==> config.mk <==
export PLATFORM = sky130hd
export DESIGN_NAME = button_gesture_classifier_unit
export DESIGN_NICKNAME = d
export VERILOG_FILES = /design/src/sv/bgc_pkg.sv /design/src/sv/button_gesture_classifier_unit.sv /design/src/sv/bgc_front.sv /design/src/sv/bgc_queue.sv /design/src/sv/bgc_back.sv
export SDC_FILE = /design/constraint.sdc
export NUM_CORES = 1
export LEC_CHECK = 0
export ABC_AREA = 1
export BUFFER_PORTS_ARGS = -buffer_cell sky130_fd_sc_hd__buf_2
export CAP_MARGIN = 20
export CELL_PAD_IN_SITES_DETAIL_PLACEMENT = 0
export CELL_PAD_IN_SITES_GLOBAL_PLACEMENT = 1
export CORE_ASPECT_RATIO = 0.5
export CORE_MARGIN = 2
export CORE_UTILIZATION = 25
export CTS_CLUSTER_SIZE = 28
export DETAILED_ROUTE_END_ITERATION = 6
export PLACE_DENSITY = 0.51
export SLEW_MARGIN = 10
export SYNTH_ARGS = -nofsm -noshare
export SYNTH_HDL_FRONTEND = slang
export SYNTH_SLANG_ARGS = --single-unit
==> constraint.sdc <==
create_clock -name aclk -period 3.85 [get_ports aclk]
set_input_delay 0 -clock aclk [delete_from_list [all_inputs] [get_ports aclk]]
set_output_delay 0 -clock aclk [all_outputs]
set_load 0.02 [all_outputs]
==> src/sv/bgc_pkg.sv <==
// bgc_pkg: shared types and constants for the button gesture classifier.
// No dependencies; every other file of the block refers to it by scoped names.

package bgc_pkg;

    // Gesture phase of the back end
    typedef enum logic [2:0] {
        PH_IDLE         = 3'd0,
        PH_WINDOW       = 3'd1,
        PH_HOLD         = 3'd2,
        PH_LONG_RELEASE = 3'd3,
        PH_READOUT      = 3'd4
    } phase_t;

    // Reported event codes
    typedef enum logic [1:0] {
        G_NONE   = 2'd0,
        G_SINGLE = 2'd1,
        G_DOUBLE = 2'd2,
        G_LONG   = 2'd3
    } gesture_t;

    // Configuration register indexes
    typedef enum logic [7:0] {
        CFG_DEBOUNCE = 8'd0,
        CFG_DOUBLE   = 8'd1,
        CFG_LONG     = 8'd2,
        CFG_READOUT  = 8'd3
    } cfg_index_t;

    localparam int unsigned CFG_WIDTH = 16;

    localparam logic [CFG_WIDTH-1:0] DEBOUNCE_RESET = 16'd30;
    localparam logic [CFG_WIDTH-1:0] DOUBLE_RESET   = 16'd350;
    localparam logic [CFG_WIDTH-1:0] LONG_RESET     = 16'd3000;
    localparam logic [CFG_WIDTH-1:0] READOUT_RESET  = 16'd5000;

    typedef struct packed {
        logic [CFG_WIDTH-1:0] debounce_ticks;
        logic [CFG_WIDTH-1:0] double_window_ticks;
        logic [CFG_WIDTH-1:0] long_hold_ticks;
        logic [CFG_WIDTH-1:0] readout_ticks;
    } cfg_t;

    // Classified tick passed from the front end to the back end
    typedef struct packed {
        logic press;
        logic release_edge;
    } edge_t;

endpackage

==> src/sv/button_gesture_classifier_unit.sv <==
// button_gesture_classifier_unit: top level of the button gesture classifier.
// Depends on bgc_pkg, bgc_front, bgc_queue and bgc_back.
//
//   channel | handshake           | payload
//   --------+---------------------+------------------------------------------
//   s_      | s_tvalid / s_tready | s_tdata[0] button_level, [7:1] zero
//   m_      | m_tvalid / m_tready | m_tdata[1:0] gesture, [2] readout_active,
//           |                     |   [3] gesture_busy, [7:4] zero
//   cfg_    | cfg_valid/cfg_ready | cfg_index register, cfg_data value
//
// One tick is taken per cycle while the queue is not full. An accepted tick
// is written into the queue, then popped into the result register that
// drives m_; no result bypasses either register.
// The front end debounces raw edges in the accept cycle; the back end runs
// the gesture state machine when it pops the queue into the result register.
// aresetn is synchronous, active low; it resets all timers and phases and
// loads the register reset values. A stall on m_ fills the two-entry queue
// and then drops s_tready; configuration writes are always taken.

module button_gesture_classifier_unit #(
    parameter int TICK_COUNTER_BITS = 16
) (
    input  logic        aclk,
    input  logic        aresetn,
    // tick input
    input  logic        s_tvalid,
    output logic        s_tready,
    input  logic [7:0]  s_tdata,   // [0] button_level, [7:1] zero
    // gesture results
    output logic        m_tvalid,
    input  logic        m_tready,
    output logic [7:0]  m_tdata,   // [1:0] gesture, [2] readout_active,
                                   // [3] gesture_busy, [7:4] zero
    // register writes
    input  logic        cfg_valid,
    output logic        cfg_ready,
    input  logic [7:0]  cfg_index,
    input  logic [15:0] cfg_data
);

    bgc_pkg::cfg_t  cfg_reg;
    logic           q_full, q_not_empty, q_push, q_pop;
    bgc_pkg::edge_t push_edge, pop_edge;
    logic [1:0]     gesture;
    logic           readout_active, gesture_busy;

    // Registers are always writable; an unknown index is dropped
    assign cfg_ready = 1'b1;

    always_ff @(posedge aclk) begin
        if (!aresetn) begin
            cfg_reg.debounce_ticks      <= bgc_pkg::DEBOUNCE_RESET;
            cfg_reg.double_window_ticks <= bgc_pkg::DOUBLE_RESET;
            cfg_reg.long_hold_ticks     <= bgc_pkg::LONG_RESET;
            cfg_reg.readout_ticks       <= bgc_pkg::READOUT_RESET;
        end else if (cfg_valid) begin
            unique case (cfg_index)
                bgc_pkg::CFG_DEBOUNCE: cfg_reg.debounce_ticks      <= cfg_data;
                bgc_pkg::CFG_DOUBLE:   cfg_reg.double_window_ticks <= cfg_data;
                bgc_pkg::CFG_LONG:     cfg_reg.long_hold_ticks     <= cfg_data;
                bgc_pkg::CFG_READOUT:  cfg_reg.readout_ticks       <= cfg_data;
                default: ;
            endcase
        end
    end

    // Front: classify each tick as press, release or nothing
    bgc_front #(
        .TICK_COUNTER_BITS (TICK_COUNTER_BITS)
    ) u_front (
        .aclk           (aclk),
        .aresetn        (aresetn),
        .debounce_ticks (cfg_reg.debounce_ticks),
        .in_valid       (s_tvalid),
        .in_level       (s_tdata[0]),
        .in_ready       (s_tready),
        .push           (q_push),
        .push_edge      (push_edge),
        .queue_full     (q_full)
    );

    // Queue: lets the front keep accepting while a result waits
    bgc_queue u_queue (
        .aclk      (aclk),
        .aresetn   (aresetn),
        .push      (q_push),
        .push_edge (push_edge),
        .full      (q_full),
        .pop       (q_pop),
        .not_empty (q_not_empty),
        .pop_edge  (pop_edge)
    );

    // Back: gesture timing and the result register
    bgc_back #(
        .TICK_COUNTER_BITS (TICK_COUNTER_BITS)
    ) u_back (
        .aclk             (aclk),
        .aresetn          (aresetn),
        .cfg              (cfg_reg),
        .q_not_empty      (q_not_empty),
        .q_edge           (pop_edge),
        .q_pop            (q_pop),
        .m_valid          (m_tvalid),
        .m_ready          (m_tready),
        .m_gesture        (gesture),
        .m_readout_active (readout_active),
        .m_gesture_busy   (gesture_busy)
    );

    assign m_tdata = {4'b0000, gesture_busy, readout_active, gesture};

    // A double ends the gesture: nothing timed, no readout
    a_double_ends: assert property (@(posedge aclk) disable iff (!aresetn)
        m_tvalid && (m_tdata[1:0] == bgc_pkg::G_DOUBLE) |-> !m_tdata[2] && !m_tdata[3])
        else $error("double reported with gesture still open");

    // A long press leaves neither timing nor readout active
    a_long_quiet: assert property (@(posedge aclk) disable iff (!aresetn)
        m_tvalid && (m_tdata[1:0] == bgc_pkg::G_LONG) |-> !m_tdata[2] && !m_tdata[3])
        else $error("long reported with timing or readout active");

    // Readout and timing never overlap
    a_exclusive: assert property (@(posedge aclk) disable iff (!aresetn)
        m_tvalid |-> !(m_tdata[2] && m_tdata[3]))
        else $error("readout and gesture timing both active");

endmodule

==> src/sv/bgc_front.sv <==
// bgc_front: raw edge detection and debounce for the button gesture classifier.
// Depends on bgc_pkg (edge_t, CFG_WIDTH).

module bgc_front #(
    parameter int TICK_COUNTER_BITS = 16
) (
    input  logic                          aclk,
    input  logic                          aresetn,
    input  logic [bgc_pkg::CFG_WIDTH-1:0] debounce_ticks,
    input  logic                          in_valid,
    input  logic                          in_level,
    output logic                          in_ready,
    output logic                          push,
    output bgc_pkg::edge_t                push_edge,
    input  logic                          queue_full
);

    localparam int CW = (TICK_COUNTER_BITS > 16) ? TICK_COUNTER_BITS : 16;
    localparam logic [TICK_COUNTER_BITS-1:0] TICK_MAX = '1;

    logic                         last_level_reg, last_level_next;
    logic [TICK_COUNTER_BITS-1:0] since_edge_reg, since_edge_next;
    logic [TICK_COUNTER_BITS-1:0] elapsed;
    logic                         edge_ok;

    assign in_ready = !queue_full;
    assign push     = in_valid && !queue_full;

    always_comb begin
        elapsed   = (since_edge_reg == TICK_MAX) ? since_edge_reg
                                                 : since_edge_reg + 1'b1;
        edge_ok   = (CW'(elapsed) >= CW'(debounce_ticks));
        push_edge = '0;
        last_level_next = in_level;
        if (in_level != last_level_reg) begin
            push_edge.press        = edge_ok && in_level;
            push_edge.release_edge = edge_ok && !in_level;
            since_edge_next        = '0;
        end else begin
            since_edge_next = elapsed;
        end
    end

    always_ff @(posedge aclk) begin
        if (!aresetn) begin
            last_level_reg <= 1'b0;
            since_edge_reg <= TICK_MAX;
        end else if (push) begin
            last_level_reg <= last_level_next;
            since_edge_reg <= since_edge_next;
        end
    end

endmodule

==> src/sv/bgc_queue.sv <==
// bgc_queue: two-entry queue of classified ticks between front and back end.
// Depends on bgc_pkg (edge_t).

module bgc_queue (
    input  logic           aclk,
    input  logic           aresetn,
    input  logic           push,
    input  bgc_pkg::edge_t push_edge,
    output logic           full,
    input  logic           pop,
    output logic           not_empty,
    output bgc_pkg::edge_t pop_edge
);

    bgc_pkg::edge_t entry_reg [2];
    logic           wr_ptr_reg, rd_ptr_reg;
    logic [1:0]     count_reg, count_next;

    assign full      = (count_reg == 2'd2);
    assign not_empty = (count_reg != 2'd0);
    assign pop_edge  = entry_reg[rd_ptr_reg];

    always_comb begin
        count_next = count_reg;
        if (push && !pop) begin
            count_next = count_reg + 2'd1;
        end else if (pop && !push) begin
            count_next = count_reg - 2'd1;
        end
    end

    always_ff @(posedge aclk) begin
        if (push) begin
            entry_reg[wr_ptr_reg] <= push_edge;
        end
    end

    always_ff @(posedge aclk) begin
        if (!aresetn) begin
            wr_ptr_reg <= 1'b0;
            rd_ptr_reg <= 1'b0;
            count_reg  <= 2'd0;
        end else begin
            if (push) wr_ptr_reg <= !wr_ptr_reg;
            if (pop)  rd_ptr_reg <= !rd_ptr_reg;
            count_reg <= count_next;
        end
    end

endmodule

==> src/sv/bgc_back.sv <==
// bgc_back: gesture state machine and result register of the classifier.
// Depends on bgc_pkg (phase_t, gesture_t, cfg_t, edge_t).

module bgc_back #(
    parameter int TICK_COUNTER_BITS = 16
) (
    input  logic           aclk,
    input  logic           aresetn,
    input  bgc_pkg::cfg_t  cfg,
    input  logic           q_not_empty,
    input  bgc_pkg::edge_t q_edge,
    output logic           q_pop,
    output logic           m_valid,
    input  logic           m_ready,
    output logic [1:0]     m_gesture,
    output logic           m_readout_active,
    output logic           m_gesture_busy
);

    localparam int CW = (TICK_COUNTER_BITS > 16) ? TICK_COUNTER_BITS : 16;
    localparam logic [TICK_COUNTER_BITS-1:0] TICK_MAX = '1;

    bgc_pkg::phase_t              phase_reg, phase_next;
    logic [TICK_COUNTER_BITS-1:0] since_press_reg, since_press_next;
    logic                         released_reg, released_next;
    logic [bgc_pkg::CFG_WIDTH-1:0] readout_left_reg, readout_left_next;
    bgc_pkg::gesture_t            gesture;
    logic [TICK_COUNTER_BITS-1:0] since_press_inc;
    logic                         window_done, hold_done;

    logic                         m_valid_reg;
    bgc_pkg::gesture_t            gesture_reg;
    logic                         readout_reg, busy_reg;

    assign q_pop = q_not_empty && (!m_valid_reg || m_ready);

    always_comb begin
        phase_next        = phase_reg;
        since_press_next  = since_press_reg;
        released_next     = released_reg;
        readout_left_next = readout_left_reg;
        gesture           = bgc_pkg::G_NONE;
        since_press_inc   = (since_press_reg == TICK_MAX) ? since_press_reg
                                                          : since_press_reg + 1'b1;
        window_done = (CW'(since_press_inc) >= CW'(cfg.double_window_ticks));
        hold_done   = (CW'(since_press_inc) >= CW'(cfg.long_hold_ticks));
        unique case (phase_reg)
            bgc_pkg::PH_WINDOW: begin
                since_press_next = since_press_inc;
                if (window_done) begin
                    if (released_reg) begin
                        gesture           = bgc_pkg::G_SINGLE;
                        phase_next        = bgc_pkg::PH_READOUT;
                        readout_left_next = cfg.readout_ticks;
                    end else if (hold_done) begin
                        gesture    = bgc_pkg::G_LONG;
                        phase_next = bgc_pkg::PH_LONG_RELEASE;
                    end else if (q_edge.release_edge) begin
                        gesture           = bgc_pkg::G_SINGLE;
                        phase_next        = bgc_pkg::PH_READOUT;
                        readout_left_next = cfg.readout_ticks;
                    end else begin
                        phase_next = bgc_pkg::PH_HOLD;
                    end
                end else if (q_edge.press) begin
                    gesture    = bgc_pkg::G_DOUBLE;
                    phase_next = bgc_pkg::PH_IDLE;
                end else if (q_edge.release_edge) begin
                    released_next = 1'b1;
                end
            end
            bgc_pkg::PH_HOLD: begin
                since_press_next = since_press_inc;
                if (hold_done) begin
                    gesture    = bgc_pkg::G_LONG;
                    phase_next = bgc_pkg::PH_LONG_RELEASE;
                end else if (q_edge.release_edge) begin
                    gesture           = bgc_pkg::G_SINGLE;
                    phase_next        = bgc_pkg::PH_READOUT;
                    readout_left_next = cfg.readout_ticks;
                end
            end
            bgc_pkg::PH_LONG_RELEASE: begin
                if (q_edge.release_edge) phase_next = bgc_pkg::PH_IDLE;
            end
            bgc_pkg::PH_READOUT: begin
                if (q_edge.press) begin
                    phase_next        = bgc_pkg::PH_WINDOW;
                    since_press_next  = '0;
                    released_next     = 1'b0;
                    readout_left_next = '0;
                end else begin
                    if (readout_left_reg != '0) begin
                        readout_left_next = readout_left_reg - 1'b1;
                    end
                    if (readout_left_next == '0) phase_next = bgc_pkg::PH_IDLE;
                end
            end
            default: begin
                phase_next = bgc_pkg::PH_IDLE;
                if (q_edge.press) begin
                    phase_next        = bgc_pkg::PH_WINDOW;
                    since_press_next  = '0;
                    released_next     = 1'b0;
                    readout_left_next = '0;
                end
            end
        endcase
    end

    always_ff @(posedge aclk) begin
        if (!aresetn) begin
            phase_reg        <= bgc_pkg::PH_IDLE;
            since_press_reg  <= '0;
            released_reg     <= 1'b0;
            readout_left_reg <= '0;
            m_valid_reg      <= 1'b0;
        end else begin
            if (q_pop) begin
                phase_reg        <= phase_next;
                since_press_reg  <= since_press_next;
                released_reg     <= released_next;
                readout_left_reg <= readout_left_next;
                m_valid_reg      <= 1'b1;
            end else if (m_ready) begin
                m_valid_reg <= 1'b0;
            end
        end
    end

    always_ff @(posedge aclk) begin
        if (q_pop) begin
            gesture_reg <= gesture;
            readout_reg <= (phase_next == bgc_pkg::PH_READOUT);
            busy_reg    <= (phase_next == bgc_pkg::PH_WINDOW)
                        || (phase_next == bgc_pkg::PH_HOLD);
        end
    end

    assign m_valid          = m_valid_reg;
    assign m_gesture        = gesture_reg;
    assign m_readout_active = readout_reg;
    assign m_gesture_busy   = busy_reg;

    // A single always opens the readout window
    a_single_opens_readout: assert property (@(posedge aclk) disable iff (!aresetn)
        q_pop && (gesture == bgc_pkg::G_SINGLE) |=> readout_reg)
        else $error("single press did not open readout");

    // A long press ends timing and waits for the release
    a_long_waits_release: assert property (@(posedge aclk) disable iff (!aresetn)
        q_pop && (gesture == bgc_pkg::G_LONG) |=> (phase_reg == bgc_pkg::PH_LONG_RELEASE))
        else $error("long press did not move to release wait");

    // The result register only advances when its slot is free or drained
    a_no_overwrite: assert property (@(posedge aclk) disable iff (!aresetn)
        m_valid_reg && !m_ready |=> m_valid_reg && $stable(gesture_reg))
        else $error("pending result overwritten");

endmodule
==> metrics <==
port bufs 35; CP endpoint kind register; ys async rst share 0%; critical setup path kind register to register; hpwl dp 19000 µm; Post-Syn Instances 1218; first-pass GRT wire length 41600 µm; Reg area 2700 µm²; CP dominant cell by count nand2_1; CTS sink cnt 131; register area share after synthesis 33.3%; Syn Std Cell Area 8110 µm²; Layout Nets 1353; Overflow after GRT 0; Starting Density 25.5%; RR Endpoint u_back.m_gesture_busy; launch point of the worst path u_back.since_press_reg[8]; Crit-path slowest cell nor3_1; min Tclk post-route 3.45 ns; Routed WL 26200 µm; GRT Total Usage 15.8%; Via density 4.58; Ports 48; path type of the worst min-delay path primary input to register; Fill cells 3490; max frequency 290 MHz; First DRT Iteration DRCs 459; Simple-Gate Fraction of Synth Area 26.3%; ys flop type dfxtp_1; Die X 259 µm; worst hold endpoint cfg_reg[35]; pwr dens 587 nW/µm²; Final Max Tran Viols 0; Fin Hold WS 0.0142 ns; initial antenna violation count 1; cts bufs inserted 17; Final Skew 0.00488 ns; Synth Area in XOR/XNOR 1.73%; Max-slew headroom 28.7%; Setup Fix Bufs, Post-CTS 0; Synth Register Bits 131; GP Congestion 0.805; multiplexer share of the synthesized area 0%; max FFs per register 64; synth-to-layout area growth 17.9%; hold path depth 3; first drt pass iteration count 4; ANT nets after route 0; DRC violations left 0; Final setup viols 0; CP top delay family simple AND/OR/NAND/NOR gates; crit-path cells nand2_1 > inv_1 > nand3_1 > nor3_1 > a21oi_1 > a31oi_1 > ha_1 > a21oi_1 > o21ai_0 > a21oi_2 > nand3_2 > nand2_1 > inv_1 > nand2_1 > nand3_1 > buf_4 > nand4_1 > nand2_1; Worst Tran Pin Value 1.07 ns; Worst Path Required 4.04 ns; worst-path fanout max 5; fin worst setup slack 0.399 ns; Worst Setup Start Kind register; vias in the first global route 7429; pre-CTS setup slack 0.211 ns; final setup TNS 0 ns; WP buf/inv 3; H-tree Lvls 4; pin count of the biggest net entering global routing 48; Core Area 31800 µm²; EDFF count, synth 8; R2R cell count 18; Max clock buf depth 2; slowest stage delay, CP 0.43 ns; Synth cell types 48; Pleak 0.00441 µW; unrepaired setup endpoints after global routing no; adder-cell share of the synthesized area 8.18%; status complete, no violations; Crit. path cell count 18; Yosys warnings 0; routed length per instance 15.3 µm; WP data arrival 3.64 ns; crit share post-route 89.6%; multi-input logic area 4560 µm²; CTS tree done; flop2flop setup slack 0.40 ns; latest clock arrival within the worst-skew pair 0.44 ns; Synth Area in Compound Gates 19.5%; Max VDD drop 0.286 mV; # rows 46; Die Area 34000 µm²; Synth Area per Inst 6.66 µm²; Hold Crit Start cfg_data[3]; Die Ht 131 µm; RR Startpoint u_back.since_press_reg[8]; clk root buf clkbuf_16; Worst-path clk slew 0.06 ns; Hold Fails Final Rpt 0; share of layout cells above drive strength 1 8.39%; total number of vias 7829; Max-Cap Viols 0; largest family of logic cells by synthesized area simple AND/OR/NAND/NOR gates
[report_power, final]
part	switching (µW)	internal, µW
Combinational	1590	742
Sequential	104	1510
Clock	650	1010
[cell usage after synthesis (2+ instances only)]
library cell	instances	area share, %
o31ai_1	2	0.19
inv_1	166	7.7
dfxtp_1	123	30
o22a_1	2	0.22
o21a_1	3	0.28
nor4_1	3	0.23
buf_2	8	0.49
a31oi_1	3	0.23
o21ai_0	86	5.3
nor2_2	3	0.23
conb_1	2	0.093
ha_1	53	8.2
xnor2_1	6	0.65
o21ai_2	2	0.22
a211oi_1	2	0.19
xor2_1	10	1.1
inv_2	10	0.46
a21oi_4	2	0.40
nor2_1	83	3.8
a22oi_1	6	0.56
nand4_1	32	2.5
clkinv_1	2	0.093
nand3_1	52	3.2
o22ai_1	10	0.77
o211ai_1	25	2.3
nand2_1	315	15
nor3_1	14	0.86
buf_4	7	0.65
clkbuf_1	30	1.4
a21oi_1	130	8.0
nor3b_1	2	0.19
edfxtp_1	8	3.0
[repair_timing]
item	CTS	global route
setup endpoints to repair	0	20
endpoints found under the hold margin	59	0
gates resized for setup	0	6
hold buffers	17	0
[stage by stage]
step | instances | instance area [µm²] | total power (µW) | utilization, %
2_1_floorplan | 1221 | 8120 | 3270 | -
3_3_place_gp | 1658 | 8760 | 3970 | 27.5
3_5_place_dp | 1658 | 8760 | 3980 | 27.5
4_1_cts | 1707 | 9500 | 5680 | 29.9
5_1_grt | 1709 | 9560 | 6030 | 30.0
6_report | 1709 | 9560 | 5610 | 30.0
[cells in the final DEF (no fill, tap or decap), types with 13 or more instances in the layout]
cell type	count
a21oi_1	128
nor3_1	13
clkbuf_16	17
buf_4	16
nand2_1	315
nand4_1	32
nand3_1	51
buf_2	35
dfxtp_1	122
nor2_1	83
ha_1	53
o21ai_0	86
inv_1	166
o211ai_1	25
dlygate4sd3_1	17
[area by class of cell]
class	count	share of cell area, %
Multi-Input combinational cell	865	47.7
Sequential cell	131	28.3
Inverter	178	6.99
Tap cell	432	5.65
Timing Repair Buffer	70	5.37
Clock buffer	20	4.57
Clock inverter	12	1.45
Antenna cell	1	0.0262
[cells by family after synthesis]
group | after synthesis
AO/OA/AOI/OAI | 280
XOR/XNOR | 16
adder cells (fa/ha/maj) | 53
buffers and inverters | 225
flip-flops | 131
other | 2
AND/OR/NAND/NOR | 511
[routing by layer]
metal | up-vias | track usage [%] | wire length (µm)
met5 | - | 0 | 0
met2 | 100 | 24.6 | 11500
met1 | 3605 | 22.0 | 13500
met4 | 0 | 3.31 | 257
li1 | 4103 | - | -
met3 | 21 | 3.59 | 831
[worst max-delay path by stage]
stage,endpoint,slack (ns)
after floorplan,u_back.m_gesture_busy,0.64
after global routing,u_back.m_gesture_busy,0.02
final,u_back.m_gesture_busy,0.40
after global placement,u_back.m_gesture_busy,0.24
after CTS,u_back.m_gesture_busy,0.20
after detailed placement,u_back.m_gesture_busy,0.21
[worst reg2reg max path, cell delays in order, from the launching register on]
cell     delay, ns
dfxtp_1       0.38
nand2_1       0.09
inv_1         0.07
nand3_1       0.14
nor3_1        0.43
a21oi_1       0.12
a31oi_1       0.34
ha_1          0.32
a21oi_1       0.15
o21ai_0       0.12
a21oi_2       0.24
nand3_2       0.18
nand2_1       0.11
inv_1         0.06
nand2_1       0.08
nand3_1       0.10
buf_4         0.15
nand4_1       0.07
nand2_1       0.06
No activity file was read; power rests on OpenSTA's default activity.
